`config.mk`:
```
export PLATFORM = sky130hd
export DESIGN_NAME = swdik_div
export DESIGN_NICKNAME = d
export VERILOG_FILES = /design/src/sv/swdik_pkg.sv /design/src/sv/swdik_div.sv
export SDC_FILE = /design/constraint.sdc
export NUM_CORES = 2
export LEC_CHECK = 0
export ABC_CLOCK_PERIOD_IN_PS = 5700
export BUFFER_PORTS_ARGS = -buffer_cell sky130_fd_sc_hd__buf_2
export CELL_PAD_IN_SITES_DETAIL_PLACEMENT = 1
export CELL_PAD_IN_SITES_GLOBAL_PLACEMENT = 1
export CORE_MARGIN = 1.5
export CORE_UTILIZATION = 35
export CTS_CLUSTER_DIAMETER = 50
export DETAILED_ROUTE_END_ITERATION = 16
export PLACE_DENSITY_LB_ADDON = 0.1
export SLEW_MARGIN = 20
export SYNTH_ARGS = -nofsm -noshare
export SYNTH_HDL_FRONTEND = slang
export SYNTH_SLANG_ARGS = --single-unit
```
`constraint.sdc`:
```
create_clock -name clk_i -period 5.7 [get_ports clk_i]
set_input_delay 0.285 -clock clk_i [delete_from_list [all_inputs] [get_ports clk_i]]
set_output_delay 0.285 -clock clk_i [all_outputs]
set_load 0.02 [all_outputs]
```
`src/sv/swdik_pkg.sv`:
```
// package for the swerve drive inverse kinematics block
// types, constants and small helpers; no dependencies
package swdik_pkg;

  // build-time defaults and fixed constants
  localparam int ANGLE_ITERATIONS_DEF = 16;
  localparam int ATAN_TAB_LEN         = 24;
  localparam int SQRT_STEPS           = 16;
  localparam int DIV_STEPS            = 16;
  localparam int PI_Q16               = 205887;
  localparam int PI_Q13               = 25736;

  // internal datapath widths
  localparam int CW = 27;  // cordic x and y
  localparam int ZW = 20;  // angle accumulator, Q.16
  localparam int SW = 32;  // root and remainder words

  // configuration register indexes
  typedef enum logic [1:0] {
    CFG_BASE   = 2'd0,
    CFG_TRACK  = 2'd1,
    CFG_RADIUS = 2'd2
  } cfg_idx_e;

  localparam logic [15:0] BASE_RST   = 16'd11796;
  localparam logic [15:0] TRACK_RST  = 16'd11796;
  localparam logic [15:0] RADIUS_RST = 16'd3277;

  // input item
  typedef struct packed {
    logic signed [15:0] vel_forward;
    logic signed [15:0] vel_left;
    logic signed [15:0] yaw_rate;
  } cmd_t;

  // result item
  typedef struct packed {
    logic [1:0]         wheel_index;
    logic signed [15:0] pivot_angle;
    logic [15:0]        linear_speed;
    logic [15:0]        wheel_rate;
    logic               last_wheel;
  } res_t;

  // cordic and square root stage contents
  typedef struct packed {
    logic signed [CW-1:0] x;
    logic signed [CW-1:0] y;
    logic signed [ZW-1:0] z;
    logic [SW-1:0]        rem;
    logic [SW-1:0]        root;
    logic [1:0]           k;
    logic                 zero;
  } loop_t;

  // divider stage contents
  typedef struct packed {
    logic [SW-1:0]      rem;
    logic [15:0]        quo;
    logic signed [15:0] angle;
    logic [15:0]        speed;
    logic [1:0]         k;
    logic               zero;
    logic               sat;
  } div_t;

  // atan(2^-i) in Q.16
  function automatic logic signed [ZW-1:0] atan_q16(input int unsigned i);
    logic signed [ZW-1:0] r;
    case (i)
      0:  r = 20'sd51472;
      1:  r = 20'sd30386;
      2:  r = 20'sd16055;
      3:  r = 20'sd8150;
      4:  r = 20'sd4091;
      5:  r = 20'sd2047;
      6:  r = 20'sd1024;
      7:  r = 20'sd512;
      8:  r = 20'sd256;
      9:  r = 20'sd128;
      10: r = 20'sd64;
      11: r = 20'sd32;
      12: r = 20'sd16;
      13: r = 20'sd8;
      14: r = 20'sd4;
      15: r = 20'sd2;
      16: r = 20'sd1;
      default: r = '0;
    endcase
    return r;
  endfunction

  // round Q.26 to Q.12 half up and saturate to 16 bits
  function automatic logic signed [15:0] round_sat(input logic signed [34:0] v);
    logic signed [34:0] t;
    t = (v + 35'sd8192) >>> 14;
    if (t > 35'sd32767) begin
      t = 35'sd32767;
    end else if (t < -35'sd32768) begin
      t = -35'sd32768;
    end
    return t[15:0];
  endfunction

endpackage

```
`src/sv/swdik_div.sv`:
```
// finish stage (root rounding, angle rounding) and pipelined rate divider
// depends on swdik_pkg
module swdik_div (
  input  logic             clk_i,
  input  logic             rst_ni,
  input  logic             adv_i,
  input  logic [15:0]      radius_i,
  input  logic             in_valid_i,
  input  swdik_pkg::loop_t in_data_i,
  output logic             out_valid_o,
  output swdik_pkg::div_t  out_data_o
);

  localparam logic signed [swdik_pkg::ZW-1:0] PiZ = swdik_pkg::ZW'(swdik_pkg::PI_Q13);

  // finish stage
  swdik_pkg::div_t            f_d;
  logic [swdik_pkg::SW-1:0]   sp;
  logic signed [swdik_pkg::ZW-1:0] za;

  always_comb begin
    sp = (in_data_i.rem > in_data_i.root) ? (in_data_i.root + 32'd1) : in_data_i.root;
    za = (in_data_i.z + swdik_pkg::ZW'(4)) >>> 3;
    if (za > PiZ) begin
      za = PiZ;
    end else if (za < -PiZ) begin
      za = -PiZ;
    end
    f_d.zero  = in_data_i.zero;
    f_d.k     = in_data_i.k;
    f_d.speed = in_data_i.zero ? 16'd0 : sp[15:0];
    f_d.angle = in_data_i.zero ? 16'sd0 : za[15:0];
    f_d.rem   = {4'd0, f_d.speed, 12'd0} + swdik_pkg::SW'(radius_i >> 1);
    f_d.sat   = f_d.rem >= {radius_i, 16'd0};
    f_d.quo   = '0;
  end

  swdik_pkg::div_t tap   [swdik_pkg::DIV_STEPS+1];
  logic            tap_v [swdik_pkg::DIV_STEPS+1];
  swdik_pkg::div_t f_q;
  logic            f_v_q;

  always_ff @(posedge clk_i or negedge rst_ni) begin
    if (!rst_ni) begin
      f_v_q <= 1'b0;
    end else if (adv_i) begin
      f_v_q <= in_valid_i;
    end
  end

  always_ff @(posedge clk_i) begin
    if (adv_i) begin
      f_q <= f_d;
    end
  end

  assign tap[0]   = f_q;
  assign tap_v[0] = f_v_q;

  // one quotient bit per stage, most significant first
  for (genvar j = 0; j < swdik_pkg::DIV_STEPS; j++) begin : g_st
    localparam int Pos = swdik_pkg::DIV_STEPS - 1 - j;
    swdik_pkg::div_t          st_d, st_q;
    logic                     v_q;
    logic [swdik_pkg::SW-1:0] dd;

    always_comb begin
      st_d = tap[j];
      dd   = swdik_pkg::SW'(radius_i) << Pos;
      if (tap[j].rem >= dd) begin
        st_d.rem      = tap[j].rem - dd;
        st_d.quo[Pos] = 1'b1;
      end
    end

    always_ff @(posedge clk_i or negedge rst_ni) begin
      if (!rst_ni) begin
        v_q <= 1'b0;
      end else if (adv_i) begin
        v_q <= tap_v[j];
      end
    end

    always_ff @(posedge clk_i) begin
      if (adv_i) begin
        st_q <= st_d;
      end
    end

    assign tap[j+1]   = st_q;
    assign tap_v[j+1] = v_q;
  end

  assign out_valid_o = tap_v[swdik_pkg::DIV_STEPS];
  assign out_data_o  = tap[swdik_pkg::DIV_STEPS];

endmodule

```
==> impl_metrics.ini <==
[detailed_routing]
antenna_left = 0
dr_total_vias = 34600
route.detailed.drc = 0
vias_per_cell = 4.95
wirelength_mm = 131
dr_wl_met3_mm = 4.02
dr_wl_met2_mm = 66.3
routedWlPerCell_um = 18.7
maxUsedRoutingLayer = met5
wl_met1_mm = 57.4
drtIter0Drc = 1637
drt_pass1_iterations = 5

[worst_setup_path]
rrSetupSlack_ns = 1.58
path_common_cell = ha_1
cp.depth = 27
crit_path_end_kind = flip-flop
crit_end = f_q[0]$_DFFE_PP_
rr_endpoint = g_st[14].st_q[77]$_DFFE_PP_
arrival_ns = 6.01
crit_family = simple AND/OR/NAND/NOR gates
cpPeakStageDelay_ns = 0.57
critPathBufInv = 4
worstPathMaxFanout = 6
worstSetupPathType = in2reg
startpoint_type = input pin
reg2regPathDepth = 11
worstSetupStartpoint = in_data_i[16]
crit_required_ns = 6.27
r2r-start = g_st[13].st_q[54]$_DFFE_PP_
critPathSlowestCell = or4b_4

[sta]
hold_viol = 0
setup_violations = 0
min_period_ns = 5.44
slew_headroom_pct = 35.3
worst_pin_slew_ns = 0.971
fin_skew_ns = 0.0396
max_freq_mhz = 184
period_share_pct = 95.4
slew_violations = 0
tns_ns = 0

[pwr]
peakVddDrop_mv = 0.291
p_leak_uw = 0.0256
power_uw = 31500
powerDensity_nw_per_um2 = 452

[hold_path]
min_path_cells = 4
hp-class = in2reg

[yosys]
synth_top_flop_cell = edfxtp_1
syn-num-nets = 4679
synth_cell_types = 101
ys_warn_count = 0
ys_seq_area_share_pct = 66.3
yosys_register_bits = 1306
synthCells = 4197
synth_edf_count = 1289
avgSynthCellArea_um2 = 14.1
syn-cell-area_um2 = 59000
async_reset_ff_share_pct = 1.30

[clock_tree]
cts_sinks = 1306
clk_path_buf_depth = 3
cts_tree = yes
clock_latency_ns = 0.82
h-tree-depth = 4
clock-root-buffer = clkbuf_16
clk_pin_slew_worst_paths_ns = 0.06
cts_buffers = 178

[global_route]
grt_pass1_vias = 36200
gr-total-overflow = 0
grt_usage_pct = 15.4
grt_max_degree = 182
antenna_found_initial = 6
grt_pass1_wl_mm = 205

[run]
max_cap_viol_count = 0

[status]
status = complete, no violations

[cells_and_area]
design_area_um2 = 69800
layout.nets = 5112
syn2layout_area_growth_pct = 18.3
register_area_um2 = 39100
num-fill-cells = 17100
multi_input_area_um2 = 19200
final_util_pct = 41.8
drive_gt1_share_pct = 15.0

[floorplanning]
dieArea_um2 = 171000
rows = 150
fp.dieW_um = 414
core_area_um2 = 167000
initial_core_util_pct = 35.3
pin_count = 246
chipHeight_um = 414

[placement]
io_buffers = 189
gp_congestion = 0.783
place_area_um2 = 63200
post-dp-hpwl_mm = 92.6
## layer usage
metal  vias up  global-route usage, %
li1      16900                      -
met5         -                      0
met1     17000                   18.9
met3       208                   2.83
met4         4                   5.04
met2       434                   27.0
## cells by family after synthesis
kind of cell | after synthesis | synth area share, %
DFF | 1306 | 66.3
and+or+nand+nor | 1094 | 9.64
muxes | 83 | 1.57
AOI/OAI and AO/OA | 822 | 8.76
xor gates and xnor gates | 351 | 5.21
buffers and inverters | 218 | 1.45
adders and majority gates | 323 | 7.06
## Yosys cell counts, types with 63 or more instances
cell type     n  share of area [%]
xor2_1      177                2.6
ha_1        304                6.4
o21ai_0     211                1.8
nand2b_1     66               0.70
a21oi_1     261                2.2
nor2_1      243                1.5
nand3_1      63               0.53
nand2_1     268                1.7
nor3_1       95               0.81
a21o_1       87                1.1
mux2_2       68                1.3
edfxtp_1   1289                 66
inv_1       154               0.98
xnor2_1     174                2.6
## worst register-to-register path, delay by kind of cell (launching register included)
| family | cells | cell delay [ns] |
|---|---|---|
| XOR/XNOR | 1 | 0.15 |
| flip-flops | 1 | 0.43 |
| adder cells (fa/ha/maj) | 1 | 0.32 |
| AO/OA/AOI/OAI | 6 | 2.11 |
| AND/OR/NAND/NOR | 3 | 0.83 |
## placed cells by master (no fill, tap or decap), types with 19 or more instances in the layout
cell,count
clkinv_1,20
nand2_1,268
o21bai_1,19
or3_1,38
nor2_1,240
mux2_2,68
clkbuf_1,25
nand4_1,45
edfxtp_1,1289
nor2b_1,51
inv_6,24
dlygate4sd3_1,50
clkbuf_16,179
xnor2_1,174
nor3_1,92
ha_1,300
nand2b_1,66
a21o_1,87
inv_1,153
and3_1,25
buf_4,63
xor2_1,176
nor4_1,49
o21ai_0,210
buf_2,186
a21boi_0,19
a31oi_1,23
o31ai_1,28
o21a_1,36
clkinv_2,20
nand3_1,63
a21oi_1,256
or2_2,26
## sequential cells by signal, indices dropped and copies added, names as in the netlist
| register | count |
|---|---|
| f_v_q | 1 |
| g_st.st_q | 1094 |
| g_st.st_d | 46 |
| out_valid_o | 1 |
| f_q | 65 |
| g_st.v_q | 15 |
| out_data_o | 84 |
## metrics by stage
step / setup WS [ns] / std cells / hold slack, ns
2_1_floorplan: 0.987 / 4197 / -0.0106
3_3_place_gp: 0.236 / 6598 / 0.221
3_5_place_dp: 0.137 / 6598 / 0.228
4_1_cts: 0.0525 / 6976 / 0.0105
5_1_grt: -0.0439 / 6983 / 0.0771
6_report: 0.264 / 6986 / 0.0980
## area by class of cell
class / instances / share of cell area, %
clock inverters: 123 / 1.97
repair buffers: 315 / 3.17
clock buffers: 205 / 6.57
multi-input cells: 2673 / 27.4
well taps: 2204 / 3.95
inverters: 156 / 0.839
diodes: 4 / 0.0143
flip-flops and latches: 1306 / 56.0
## timing repair
action	CTS	global route
endpoints found under the hold margin	62	0
setup endpoints to repair	0	1
hold buffers	50	0
setup buffers	0	6
resized for setup	0	25
## how the worst min path moves through the flow
stage                             start                      end  slack (ns)
after floorplan                  rst_ni        f_v_q$_DFFE_PN0P_       -0.01
after global placement           rst_ni  out_valid_o$_DFFE_PN0P_        0.22
after detailed placement         rst_ni  out_valid_o$_DFFE_PN0P_        0.23
after CTS                 in_data_i[10]        f_q[72]$_DFFE_PP_        0.01
after global routing      in_data_i[10]        f_q[72]$_DFFE_PP_        0.08
final                     in_data_i[10]        f_q[72]$_DFFE_PP_         0.1
## power by group
part	switching, uW	internal, uW
Combinational	4080	3150
Clock	4490	6470
Sequential	832	12500
(Power assumes the default switching activity.)
